File: src/design/pcs_pkg.sv
// ----------------------------------------------------------------------------
// pcs_pkg
// shared constants, types and helpers of the correlation and snr block
// ----------------------------------------------------------------------------
package pcs_pkg;

    localparam int COUNT_LOG2  = 20;
    localparam int SAMPLE_BITS = 16;

    // accumulator widths
    localparam int CNT_W  = COUNT_LOG2 + 1;
    localparam int SUM_W  = COUNT_LOG2 + SAMPLE_BITS;
    localparam int SQ_W   = COUNT_LOG2 + 2 * SAMPLE_BITS - 1;
    localparam int XY_W   = COUNT_LOG2 + 2 * SAMPLE_BITS;
    localparam int PROD_W = 2 * SAMPLE_BITS;
    localparam int SQI_W  = 2 * SAMPLE_BITS - 1;

    localparam logic [CNT_W-1:0] CNT_MAX = CNT_W'(1) << COUNT_LOG2;

    // back end widths
    localparam int VAR_W   = 2 * COUNT_LOG2 + 2 * SAMPLE_BITS - 1;
    localparam int CMAG_W  = VAR_W + 1;
    localparam int C_W     = VAR_W + 3;
    localparam int MUL_A_W = 176;
    localparam int MUL_B_W = CMAG_W;
    localparam int M_W     = 16;
    localparam int BIT_W   = 4;
    localparam int NUM_W   = 31;
    localparam int QUO_W   = NUM_W + 15;
    localparam int ITER_W  = 6;
    localparam int LOG_FRAC = 28;
    localparam int E_W     = 5;
    localparam int LOG_W   = E_W + LOG_FRAC;
    localparam int MANT_W  = 32;
    localparam int Q_SHIFT = 30;

    localparam logic [M_W-1:0]   M_ONE    = 16'h8000;
    localparam logic [NUM_W-1:0] ONE_Q30  = 31'h4000_0000;
    localparam logic [31:0]      DB_K     = 32'd808071242;
    localparam logic [31:0]      SNR_MAX  = 32'h7FFF_FFFF;
    localparam logic [31:0]      SNR_MIN  = 32'h8000_0000;
    localparam logic [ITER_W-1:0] DIV_STEPS = ITER_W'(QUO_W);
    localparam logic [ITER_W-1:0] LOG_STEPS = ITER_W'(LOG_FRAC);
    localparam logic [E_W-1:0]   E_TOP    = 5'd31;

    // queue between front and back
    localparam int FIFO_DEPTH = 2;
    localparam int PTR_W      = 1;
    localparam int LEVEL_W    = 2;

    // stream and register port
    localparam int IN_TDATA_W  = 2 * SAMPLE_BITS;
    localparam int OUT_TDATA_W = 72;
    localparam int STATUS_W    = 2;
    localparam int PADDR_W     = 3;

    localparam logic [STATUS_W-1:0] ST_OK       = 2'd0;
    localparam logic [STATUS_W-1:0] ST_ZERO_VAR = 2'd1;
    localparam logic [STATUS_W-1:0] ST_SAT      = 2'd2;

    localparam logic REG_SNR_IN_DB = 1'b0;

    typedef struct packed {
        logic [CNT_W-1:0]        n;
        logic signed [SUM_W-1:0] sx;
        logic signed [SUM_W-1:0] sy;
        logic [SQ_W-1:0]         sxx;
        logic [SQ_W-1:0]         syy;
        logic signed [XY_W-1:0]  sxy;
    } snap_t;

    typedef struct packed {
        logic                 start;
        logic [MUL_A_W-1:0]   a;
        logic [MUL_B_W-1:0]   b;
    } mul_req_t;

    typedef struct packed {
        logic signed [15:0]    rho;
        logic signed [31:0]    snr;
        logic [CNT_W-1:0]      pair_count;
        logic [STATUS_W-1:0]   status;
    } result_t;

    function automatic logic [SUM_W-1:0] mag_sum(input logic [SUM_W-1:0] v);
        mag_sum = v[SUM_W-1] ? SUM_W'(-v) : v;
    endfunction

    function automatic logic [XY_W-1:0] mag_xy(input logic [XY_W-1:0] v);
        mag_xy = v[XY_W-1] ? XY_W'(-v) : v;
    endfunction

endpackage

File: src/design/pcs_fifo.sv
// ----------------------------------------------------------------------------
// pcs_fifo
// short queue of sum snapshots between the front and the back
// ----------------------------------------------------------------------------
module pcs_fifo
(
    input  logic                        clk,
    input  logic                        rst_n,
    input  logic                        push,
    input  pcs_pkg::snap_t              push_data,
    input  logic                        pop,
    output pcs_pkg::snap_t              pop_data,
    output logic [pcs_pkg::LEVEL_W-1:0] level,
    output logic                        avail
);
    import pcs_pkg::*;

    snap_t              mem_reg [FIFO_DEPTH];
    logic [PTR_W-1:0]   wr_ptr_reg, rd_ptr_reg;
    logic [LEVEL_W-1:0] level_reg, level_next;

    always_comb
    begin
        level_next = level_reg;
        if (push && !pop)
        begin
            level_next = level_reg + LEVEL_W'(1);
        end
        else if (pop && !push)
        begin
            level_next = level_reg - LEVEL_W'(1);
        end
    end

    always_ff @(posedge clk)
    begin
        if (push)
        begin
            mem_reg[wr_ptr_reg] <= push_data;
        end
    end

    always_ff @(posedge clk or negedge rst_n)
    begin
        if (!rst_n)
        begin
            wr_ptr_reg <= '0;
            rd_ptr_reg <= '0;
            level_reg  <= '0;
        end
        else
        begin
            if (push)
            begin
                wr_ptr_reg <= wr_ptr_reg + PTR_W'(1);
            end
            if (pop)
            begin
                rd_ptr_reg <= rd_ptr_reg + PTR_W'(1);
            end
            level_reg <= level_next;
        end
    end

    assign pop_data = mem_reg[rd_ptr_reg];
    assign level    = level_reg;
    assign avail    = level_reg != '0;

endmodule

File: config.mk
export PLATFORM = sky130hd
export DESIGN_NAME = pcs_fifo
export DESIGN_NICKNAME = d
export VERILOG_FILES = /design/src/design/pcs_pkg.sv /design/src/design/pcs_fifo.sv
export SDC_FILE = /design/constraint.sdc
export NUM_CORES = 1
export LEC_CHECK = 0
export BUFFER_PORTS_ARGS = -buffer_cell sky130_fd_sc_hd__clkbuf_2
export CORE_AREA = 2 2 194 196
export CTS_CLUSTER_DIAMETER = 120
export DETAILED_ROUTE_END_ITERATION = 8
export DIE_AREA = 0 0 196 198
export PLACE_DENSITY_LB_ADDON = 0.12
export SYNTH_ARGS = -nofsm -noshare
export SYNTH_HDL_FRONTEND = slang
export SYNTH_SLANG_ARGS = --single-unit
File: constraint.sdc
create_clock -name clk -period 24.9 [get_ports clk]
set_input_delay 4.98 -clock clk [delete_from_list [all_inputs] [get_ports clk]]
set_output_delay 4.98 -clock clk [all_outputs]
set_load 0.02 [all_outputs]
==> run metrics <==
global-route wire length before repair=~58,000 µm; critical path's top delay family=buffers and inverters; post-DP HPWL=between 20,000 and 30,000 µm; sequential area share after synthesis=0.7899; fraction of layout instances using a drive strength above 1=0.6071; vias in the first global route=9,570; post-synthesis instance total=between 700 and 800; row count=71; relative slew slack=0.2119; Tightest Hold Check Type=reg2reg; Synth Net Count=1,036; min-delay src=level[1]$_DFFE_PN0P_; Syn Area/Cell=24.11 µm²; crit-path max cell delay=approximately 1.2 ns; crit path launch type=flip-flop; DRT Wirelength=around 41,000 µm; Crit. End Element=output port; Comb pwr share=0.336; nets=1,570; Layout Skew=0.01527 ns; Reg-to-Reg Start=wr_ptr_reg$_DFFE_PN0P_; Critical Path Start=rd_ptr_reg$_DFFE_PN0P_; routability cong.=0.7830; residual DRC count=0; internal power=1924 µW; clk_lat worst skew=0.57 ns; CTS Root Cell=clkbuf_16; Max stage delay cell, worst path=dfrtp_4; fmax=110.3 MHz; RR Endpoint=mem_reg[0][209]$_DFFE_PP_; # setup viols final=0; Post-CTS Hold Fix Bufs=0; leakage=0.009423 µW; # Max-Cap Violations=0; Sw Pwr=slightly above 900 µW; Hold Path Sink=level[1]$_DFFE_PN0P_; WP data arrival=4.08 ns; Num CTS Buffers=50; initial core utilization=0.5116; count of cell types in the netlist=16; leading cell type in the layout, fill and taps excluded=clkbuf_2; # fillers=2,679; Slew Limit Fails=0; Setup TNS=0 ns; Data required, critical path=19.92 ns; highest-count cells in the layout ignoring fill and taps=500 x clkbuf_2, 494 x edfxtp_1, 201 x mux2_4; Clk pwr share=0.245; Worst R2R Path Depth=3; IO Port Bufs=500; Net Sw Frac=0.3204; # Post-CTS Setup Buffers=0; CTS tree=done; Max clock buf depth=3; Seq pwr share=0.418; H-tree depth=2; CP Cell Sequence=buf_4, buf_4, mux2_4, clkbuf_2; largest net degree at the start of global routing=82; initial antenna violation count=11; routed length per placed instance=22.19 µm; DRT Pass-1 Iters=4; core footprint=36,960 µm²; Hold Vio Cnt, Final=0; Die W=196 µm; Die Height=approximately 200 µm; overall global routing resource usage=0.2061; FF+latch area=14,940 µm²; placed cells=1,740; worst vdd ir=0.00007271 V; Via Count=9,269; Tmin final=9.064 ns; PD cells=121.6 nW/µm²; Least-Margin Pin Slew=~1.2 ns; RSZ-0062 raised after global routing=false; fin cells=between 1,500 and 2,000; Critical Path Fanout Max=60; Reg clk slew, reported paths=0.06 ns; Worst Setup Path Type=reg2out; full die area=a little under 40,000 µm²; Hold Path Stages=1; most frequent CP cell=buf_4; status=completed; CTS Sinks=498; Synth Cell Area=18,910 µm²; Post-DRT Antenna Nets=0; drt initial violations=455; final worst-path cycle share=0.3640; worst path bufs/invs=3; vias per inst=5.043; Ports=between 500 and 600; Yosys Warn Count=0; post-CTS sizing=0; grt ovf=0; FF+latch count, synth=498; R2R Setup Slk=roughly 22 ns; max reg flops=~500; total power=2831 µW; area of the multi-input gates=approximately 3600 µm²; Area Overhead vs Synth=23.09%
## stage by stage
step	worst slack [ns]	hold WS, ns	utilization	instance area (µm²)
after floorplan	8.400	0.4555	-	18910
after global placement	16.43	0.5195	0.5882	21740
after detailed placement	16.41	0.5238	0.5882	21740
after CTS	15.78	0.5324	0.6290	23250
after global routing	15.62	0.5491	0.6295	23260
final	15.84	0.5332	0.6297	23270
## power groups by stage
stage	sequential [µW]	clock, µW	combinational [µW]
final	1180	695	953
after global placement	1200	0	965
after detailed placement	1200	0	964
after CTS	1190	711	968
after global routing	1200	739	1010
after floorplan	1220	0	741
## worst max-delay path by stage
stage          depth (start not counted)                 endpoint  slack [ns]
2_1_floorplan                          1  mem_reg[0][0]$_DFFE_PP_        8.40
3_5_place_dp                           4             pop_data[14]       16.41
3_3_place_gp                           4             pop_data[16]       16.43
6_report                               4             pop_data[14]       15.84
5_1_grt                                4             pop_data[15]       15.62
4_1_cts                                4             pop_data[14]       15.78
## kinds of logic after synthesis
logic type / share of synthesized area
DFF: 0.7899
muxes: 0.1870
buffers and inverters: 0.01886
and+or+nand+nor: 0.001192
adders and majority gates: 0.0006617
xor gates and xnor gates: 0.002316
## final cells by class
cell class,instances,area share
clock inverter,28,0.008549
antenna,10,0.001075
inverter,1,0.0001613
multi-input combinational,257,0.1558
sequential,498,0.6419
timing repair buffer,510,0.1108
tap,474,0.02549
clock buffer,60,0.05629
## layer usage
metal	share of wire	track usage
met1	0.36	0.2219
met2	0.50	0.3511
met3	0.10	0.08687
met4	0.038	0.1019
met5	0.00066	0
## Yosys cell counts
cell type	n	share of area
and2_1	1	0.00033
buf_12	1	0.0011
buf_2	2	0.00053
buf_6	14	0.0083
buf_8	11	0.0087
dfrtp_1	4	0.0053
edfxtp_1	494	0.78
ha_1	1	0.00066
inv_1	1	0.00020
mux2_2	46	0.027
mux2_4	201	0.16
nor2_1	1	0.00020
nor2b_1	1	0.00033
or2_2	1	0.00033
xnor2_1	1	0.00046
xor2_1	4	0.0019
No activity file was read; power rests on OpenSTA's default activity.
