File: config.mk
export PLATFORM = sky130hd
export DESIGN_NAME = pcs_front
export DESIGN_NICKNAME = d
export VERILOG_FILES = /design/src/design/pcs_pkg.sv /design/src/design/pcs_front.sv
export SDC_FILE = /design/constraint.sdc
export NUM_CORES = 2
export LEC_CHECK = 0
export BUFFER_PORTS_ARGS = -buffer_cell sky130_fd_sc_hd__buf_4
export CELL_PAD_IN_SITES_DETAIL_PLACEMENT = 1
export CELL_PAD_IN_SITES_GLOBAL_PLACEMENT = 1
export CORE_MARGIN = 8
export CORE_UTILIZATION = 39
export CTS_CLUSTER_SIZE = 40
export DETAILED_ROUTE_END_ITERATION = 6
export GPL_TIMING_DRIVEN = 0
export PLACE_DENSITY_LB_ADDON = 0.1
export SKIP_LAST_GASP = 1
export SLEW_MARGIN = 25
export SYNTH_ARGS = -nofsm -noshare
export SYNTH_HDL_FRONTEND = slang
export SYNTH_SLANG_ARGS = --single-unit
export TNS_END_PERCENT = 100
File: constraint.sdc
create_clock -name clk -period 7.25 [get_ports clk]
set_input_delay 0.725 -clock clk [delete_from_list [all_inputs] [get_ports clk]]
set_output_delay 0.725 -clock clk [all_outputs]
set_load 0.05 [all_outputs]
File: src/design/pcs_pkg.sv
// ----------------------------------------------------------------------------
// pcs_pkg
// shared constants, types and helpers of the correlation and snr block
// ----------------------------------------------------------------------------
package pcs_pkg;

    localparam int COUNT_LOG2  = 20;
    localparam int SAMPLE_BITS = 16;

    // accumulator widths
    localparam int CNT_W  = COUNT_LOG2 + 1;
    localparam int SUM_W  = COUNT_LOG2 + SAMPLE_BITS;
    localparam int SQ_W   = COUNT_LOG2 + 2 * SAMPLE_BITS - 1;
    localparam int XY_W   = COUNT_LOG2 + 2 * SAMPLE_BITS;
    localparam int PROD_W = 2 * SAMPLE_BITS;
    localparam int SQI_W  = 2 * SAMPLE_BITS - 1;

    localparam logic [CNT_W-1:0] CNT_MAX = CNT_W'(1) << COUNT_LOG2;

    // back end widths
    localparam int VAR_W   = 2 * COUNT_LOG2 + 2 * SAMPLE_BITS - 1;
    localparam int CMAG_W  = VAR_W + 1;
    localparam int C_W     = VAR_W + 3;
    localparam int MUL_A_W = 176;
    localparam int MUL_B_W = CMAG_W;
    localparam int M_W     = 16;
    localparam int BIT_W   = 4;
    localparam int NUM_W   = 31;
    localparam int QUO_W   = NUM_W + 15;
    localparam int ITER_W  = 6;
    localparam int LOG_FRAC = 28;
    localparam int E_W     = 5;
    localparam int LOG_W   = E_W + LOG_FRAC;
    localparam int MANT_W  = 32;
    localparam int Q_SHIFT = 30;

    localparam logic [M_W-1:0]   M_ONE    = 16'h8000;
    localparam logic [NUM_W-1:0] ONE_Q30  = 31'h4000_0000;
    localparam logic [31:0]      DB_K     = 32'd808071242;
    localparam logic [31:0]      SNR_MAX  = 32'h7FFF_FFFF;
    localparam logic [31:0]      SNR_MIN  = 32'h8000_0000;
    localparam logic [ITER_W-1:0] DIV_STEPS = ITER_W'(QUO_W);
    localparam logic [ITER_W-1:0] LOG_STEPS = ITER_W'(LOG_FRAC);
    localparam logic [E_W-1:0]   E_TOP    = 5'd31;

    // queue between front and back
    localparam int FIFO_DEPTH = 2;
    localparam int PTR_W      = 1;
    localparam int LEVEL_W    = 2;

    // stream and register port
    localparam int IN_TDATA_W  = 2 * SAMPLE_BITS;
    localparam int OUT_TDATA_W = 72;
    localparam int STATUS_W    = 2;
    localparam int PADDR_W     = 3;

    localparam logic [STATUS_W-1:0] ST_OK       = 2'd0;
    localparam logic [STATUS_W-1:0] ST_ZERO_VAR = 2'd1;
    localparam logic [STATUS_W-1:0] ST_SAT      = 2'd2;

    localparam logic REG_SNR_IN_DB = 1'b0;

    typedef struct packed {
        logic [CNT_W-1:0]        n;
        logic signed [SUM_W-1:0] sx;
        logic signed [SUM_W-1:0] sy;
        logic [SQ_W-1:0]         sxx;
        logic [SQ_W-1:0]         syy;
        logic signed [XY_W-1:0]  sxy;
    } snap_t;

    typedef struct packed {
        logic                 start;
        logic [MUL_A_W-1:0]   a;
        logic [MUL_B_W-1:0]   b;
    } mul_req_t;

    typedef struct packed {
        logic signed [15:0]    rho;
        logic signed [31:0]    snr;
        logic [CNT_W-1:0]      pair_count;
        logic [STATUS_W-1:0]   status;
    } result_t;

    function automatic logic [SUM_W-1:0] mag_sum(input logic [SUM_W-1:0] v);
        mag_sum = v[SUM_W-1] ? SUM_W'(-v) : v;
    endfunction

    function automatic logic [XY_W-1:0] mag_xy(input logic [XY_W-1:0] v);
        mag_xy = v[XY_W-1] ? XY_W'(-v) : v;
    endfunction

endpackage

File: src/design/pcs_front.sv
// ----------------------------------------------------------------------------
// pcs_front
// takes sample pairs, keeps the running sums, hands a snapshot on the last item
// ----------------------------------------------------------------------------
module pcs_front
(
    input  logic                                clk,
    input  logic                                rst_n,
    input  logic                                in_valid,
    output logic                                in_ready,
    input  logic signed [pcs_pkg::SAMPLE_BITS-1:0] sample_x,
    input  logic signed [pcs_pkg::SAMPLE_BITS-1:0] sample_y,
    input  logic                                last_pair,
    input  logic [pcs_pkg::LEVEL_W-1:0]         fifo_level,
    output logic                                push,
    output pcs_pkg::snap_t                      push_data
);
    import pcs_pkg::*;

    logic                    s1_valid_reg;
    logic                    s1_last_reg;
    logic signed [SAMPLE_BITS-1:0] s1_x_reg, s1_y_reg;
    logic [SQI_W-1:0]        s1_xx_reg, s1_yy_reg;
    logic signed [PROD_W-1:0] s1_xy_reg;
    logic signed [PROD_W-1:0] xx_full, yy_full, xy_full;

    logic [CNT_W-1:0]        count_reg, count_next, acc_n;
    logic signed [SUM_W-1:0] sum_x_reg, sum_x_next, acc_x;
    logic signed [SUM_W-1:0] sum_y_reg, sum_y_next, acc_y;
    logic [SQ_W-1:0]         sum_xx_reg, sum_xx_next, acc_xx;
    logic [SQ_W-1:0]         sum_yy_reg, sum_yy_next, acc_yy;
    logic signed [XY_W-1:0]  sum_xy_reg, sum_xy_next, acc_xy;
    logic [LEVEL_W:0]        pending;

    // room for every last item already taken in
    assign pending  = {1'b0, fifo_level} + (LEVEL_W+1)'(s1_valid_reg & s1_last_reg);
    assign in_ready = pending < (LEVEL_W+1)'(FIFO_DEPTH);

    assign xx_full = sample_x * sample_x;
    assign yy_full = sample_y * sample_y;
    assign xy_full = sample_x * sample_y;

    // product stage
    always_ff @(posedge clk or negedge rst_n)
    begin
        if (!rst_n)
        begin
            s1_valid_reg <= 1'b0;
        end
        else
        begin
            s1_valid_reg <= in_valid & in_ready;
        end
    end

    always_ff @(posedge clk)
    begin
        if (in_valid && in_ready)
        begin
            s1_last_reg <= last_pair;
            s1_x_reg    <= sample_x;
            s1_y_reg    <= sample_y;
            s1_xx_reg   <= xx_full[SQI_W-1:0];
            s1_yy_reg   <= yy_full[SQI_W-1:0];
            s1_xy_reg   <= xy_full;
        end
    end

    // accumulate stage, pairs past the full count are dropped
    always_comb
    begin
        acc_n  = count_reg;
        acc_x  = sum_x_reg;
        acc_y  = sum_y_reg;
        acc_xx = sum_xx_reg;
        acc_yy = sum_yy_reg;
        acc_xy = sum_xy_reg;
        if (count_reg < CNT_MAX)
        begin
            acc_n  = count_reg + CNT_W'(1);
            acc_x  = sum_x_reg + SUM_W'(s1_x_reg);
            acc_y  = sum_y_reg + SUM_W'(s1_y_reg);
            acc_xx = sum_xx_reg + SQ_W'(s1_xx_reg);
            acc_yy = sum_yy_reg + SQ_W'(s1_yy_reg);
            acc_xy = sum_xy_reg + XY_W'(s1_xy_reg);
        end

        count_next  = count_reg;
        sum_x_next  = sum_x_reg;
        sum_y_next  = sum_y_reg;
        sum_xx_next = sum_xx_reg;
        sum_yy_next = sum_yy_reg;
        sum_xy_next = sum_xy_reg;
        if (s1_valid_reg)
        begin
            if (s1_last_reg)
            begin
                count_next  = '0;
                sum_x_next  = '0;
                sum_y_next  = '0;
                sum_xx_next = '0;
                sum_yy_next = '0;
                sum_xy_next = '0;
            end
            else
            begin
                count_next  = acc_n;
                sum_x_next  = acc_x;
                sum_y_next  = acc_y;
                sum_xx_next = acc_xx;
                sum_yy_next = acc_yy;
                sum_xy_next = acc_xy;
            end
        end
    end

    assign push      = s1_valid_reg & s1_last_reg;
    assign push_data = '{n: acc_n, sx: acc_x, sy: acc_y, sxx: acc_xx, syy: acc_yy,
                         sxy: acc_xy};

    always_ff @(posedge clk or negedge rst_n)
    begin
        if (!rst_n)
        begin
            count_reg  <= '0;
            sum_x_reg  <= '0;
            sum_y_reg  <= '0;
            sum_xx_reg <= '0;
            sum_yy_reg <= '0;
            sum_xy_reg <= '0;
        end
        else
        begin
            count_reg  <= count_next;
            sum_x_reg  <= sum_x_next;
            sum_y_reg  <= sum_y_next;
            sum_xx_reg <= sum_xx_next;
            sum_yy_reg <= sum_yy_next;
            sum_xy_reg <= sum_xy_next;
        end
    end

endmodule

==> run summary <==
The flow ran to the end, and the final reports show no timing, DRC or antenna violations. From bottom edge to top edge, the die measures 385 µm. For the final routed database, the setup TNS stands at 0 ns. The busiest metal layer after global routing is met2. The area growth from synthesis to layout came out at 12.4%. The clock period minus worst slack came out at 7.18 ns. The maximum number of pins on one net before global-route repair is 81. The count of nets left with antenna violations once routing finished came out at 0.

Of the post-synthesis cell area, the dominant cell type holds 0.272. In the finished design, the share of the clock period the worst path needs comes to 0.990. The final hold slack came out at 0.262 ns. The cell area after synthesis came out at 0.0531 mm². The average via count per standard cell came out at 5.50. The pin slew with the least headroom to its limit is 1.15 ns. The sequential-to-total area share from yosys stat is 0.186. The post-detailed-placement half-perimeter wirelength is 168,000 µm.

The total vias in the final route came out at 44,100. The number of slew-limit violations in the final report came out at 0. The share of cells above drive strength 1 is 0.0961. Static timing analysis puts the maximum clock frequency at 139 MHz. The area of placed instances came out at 0.0577 mm². In the global route stage, met1 resource usage came out at 0.358. The headroom to the max-slew limit came out at 0.227. The most common cell in the synthesized netlist is sky130_fd_sc_hd__inv_1.

The net count of the mapped netlist came out at 7,057. For the worst setup path, the data arrival time is 7.56 ns. The first global-routing pass estimated 304,000 µm of wire. The maximum clock skew at final layout came out at 0.0270 ns.

The count of standard-cell rows came out at 135. The via count of the first global-routing pass is 47,600. The post-route non-filler standard cell count came out at 8,008. 287 I/O pins were placed. The register with the most flip-flops in the layout has 52 of them. Counting tap cells, the placed design contains a total of 7,931 instances. During synthesis, Yosys emitted a total of 0 warnings. The number of violations of the max-capacitance limit came out at 0. The die footprint is 0.148 mm². For this design, the sink count on the clock tree is 371.

The required time of the worst setup path is 7.63 ns. The clock transition at the register clock pins on the worst setup and hold paths after CTS is 0.06 ns. By count the netlist is led by 981 x sky130_fd_sc_hd__inv_1, 722 x sky130_fd_sc_hd__fa_1, 647 x sky130_fd_sc_hd__nand2_1, 440 x sky130_fd_sc_hd__ha_1, 328 x sky130_fd_sc_hd__o21ai_0. The aggregate routed wire length came out at 204,000 µm.

The cell taking the most area after synthesis is sky130_fd_sc_hd__fa_1. The placer's final routability congestion estimate is 0.931. The number of antenna violations at the first check in global routing was 17.

The total of flip-flops plus latches after synthesis is 371. The worst setup path is launched from an input pin. The initial cell density of the core came out at 0.392. Setup repair after global routing could not meet its margin everywhere. The number of nets in the layout came out at 7,385. Port buffering added 286 buffers. TritonCTS built the clock tree. Setup violations remaining at the end of the flow were counted as 0. The routed length per instance came out at 25.4 µm.

The detailed router finished its first iteration with 2,665 violations. The synthesized area per cell came out at 9.06 µm². In the routed design, unresolved DRC markers number 0. The gate count of the mapped netlist is 5,857. Of all flip-flops after synthesis, the portion carrying an async set or reset was 0.668. The unique cell type count in the Yosys netlist came out at 94. The TritonCTS buffer count is 49. The largest driver fanout on the critical path is 10. In the global route stage, overall resource usage came out at 0.273. The final cell area excluding filler cells came out at 0.0597 mm². The worst setup path is of the in -> reg kind. The die extent in x is 385 µm. STA classifies the critical path endpoint as a flop. The H-tree was split into 2 levels. The dominant synthesized flop cell is sky130_fd_sc_hd__dfrtp_1. Sorting the synthesized cells by area gives the leading types as sky130_fd_sc_hd__fa_1 27%, sky130_fd_sc_hd__dfrtp_1 12%, sky130_fd_sc_hd__ha_1 10%. The total congestion overflow after global routing came out at 0. The detailed-routing iteration count for the pre-antenna-repair pass is 7. The clock latency on the worst-skew pair came out at 0.65 ns. The tree is rooted in a sky130_fd_sc_hd__clkbuf_16. The worst min-delay path category is in -> reg. The maximum clock path buffer count is 3. In this run, synthesis inferred 123 flip-flops with an integrated enable. For met2 alone, demand over resource in global routing was 0.456. The met3 demand-to-capacity share in global routing is 0.0458. The core outline area came out at 0.135 mm².

The hold violation count in the final report was 0.
[area by class of cell]
| cell class | instances | area (µm²) |
|---|---|---|
| plain buffers | 233 | 1020 |
| clock inverters | 29 | 352 |
| fillers | 15800 | 75600 |
| inverters | 991 | 3730 |
| multi-input cells | 4242 | 38700 |
| repair buffers | 297 | 2360 |
| flip-flops and latches | 371 | 9900 |
| diodes | 3 | 7.51 |
| clock buffers | 61 | 1320 |
| well taps | 1781 | 2230 |
[final timing paths]
kind | cells past startpoint | slack [ns] | start | to
max | 25 | 0.07 | sample_y[12] | s1_xy_reg[31]
min | 1 | 0.26 | last_pair | s1_last_reg
max reg2reg | 10 | 2.88 | s1_x_reg[15] | sum_x_reg[35]
min reg2reg | 1 | 0.51 | sum_x_reg[21] | sum_x_reg[21]
max in group asynchronous | 4 | 5.51 | rst_n | sum_xx_reg[8]
min in group asynchronous | 2 | 0.58 | rst_n | sum_yy_reg[9]
[stage by stage]
step	utilization	worst slack [ns]
CTS	0.440	-0.215
detailed placement	0.426	-2.82
global placement	0.425	-2.96
floorplan	-	0.427
global route	0.441	-0.103
finish	0.441	0.0739
[placed cells by master, fill, tap and decap left out, drive strengths merged, types with 82 or more instances in the layout]
master  instances
a22o          116
nand3          82
ha            440
dfrtp         248
a21o          158
nor2          300
nand2         647
inv           990
xnor2         220
o21ai         332
edfxtp        123
and2          181
xor2          122
a21oi         245
fa            722
clkbuf        268
buf           322
[kinds of logic after synthesis]
group           synth area share
simple gates               0.124
buf+inv                   0.0882
compound gates             0.158
fa+ha+maj                  0.376
flops                      0.186
xor+xnor                  0.0564
mux                       0.0108
[per-layer routing]
layer | up-vias | routed length, µm
met1 | 22800 | 86400
met2 | 1103 | 96100
met3 | 300 | 13100
met4 | 4 | 8130
met5 | - | 26
li1 | 19900 | -
[worst max-delay path: stages]
cell                       delay (ns)
sky130_fd_sc_hd__buf_4           0.19
sky130_fd_sc_hd__clkbuf_4        0.33
sky130_fd_sc_hd__clkbuf_4        0.33
sky130_fd_sc_hd__nand2_1         0.10
sky130_fd_sc_hd__fa_1            0.51
sky130_fd_sc_hd__inv_1           0.06
sky130_fd_sc_hd__fa_1            0.56
sky130_fd_sc_hd__fa_1            0.46
sky130_fd_sc_hd__fa_1            0.48
sky130_fd_sc_hd__fa_1            0.49
sky130_fd_sc_hd__inv_1           0.05
sky130_fd_sc_hd__fa_1            0.47
sky130_fd_sc_hd__inv_1           0.04
sky130_fd_sc_hd__ha_1            0.37
sky130_fd_sc_hd__a21oi_1         0.09
sky130_fd_sc_hd__o21bai_1        0.14
sky130_fd_sc_hd__a21oi_1         0.13
sky130_fd_sc_hd__o21ai_4         0.29
sky130_fd_sc_hd__nor4b_4         0.07
sky130_fd_sc_hd__buf_4           0.17
sky130_fd_sc_hd__or4_1           0.58
sky130_fd_sc_hd__a31oi_2         0.23
sky130_fd_sc_hd__o21a_1          0.15
sky130_fd_sc_hd__nor2_1          0.09
sky130_fd_sc_hd__xnor2_4         0.41
[repair_timing]
| item | 4_1_cts | 5_1_grt |
|---|---|---|
| gates resized for setup | 69 | 101 |
| endpoints found under the hold margin | 35 | 0 |
| pin swaps | 0 | 4 |
| setup buffers | 0 | 2 |
| hold buffers | 1 | 0 |
| setup endpoints to repair | 36 | 20 |
Power is not shown: default switching activity piles up to over one toggle a cycle in this logic, so the estimate is an artifact.
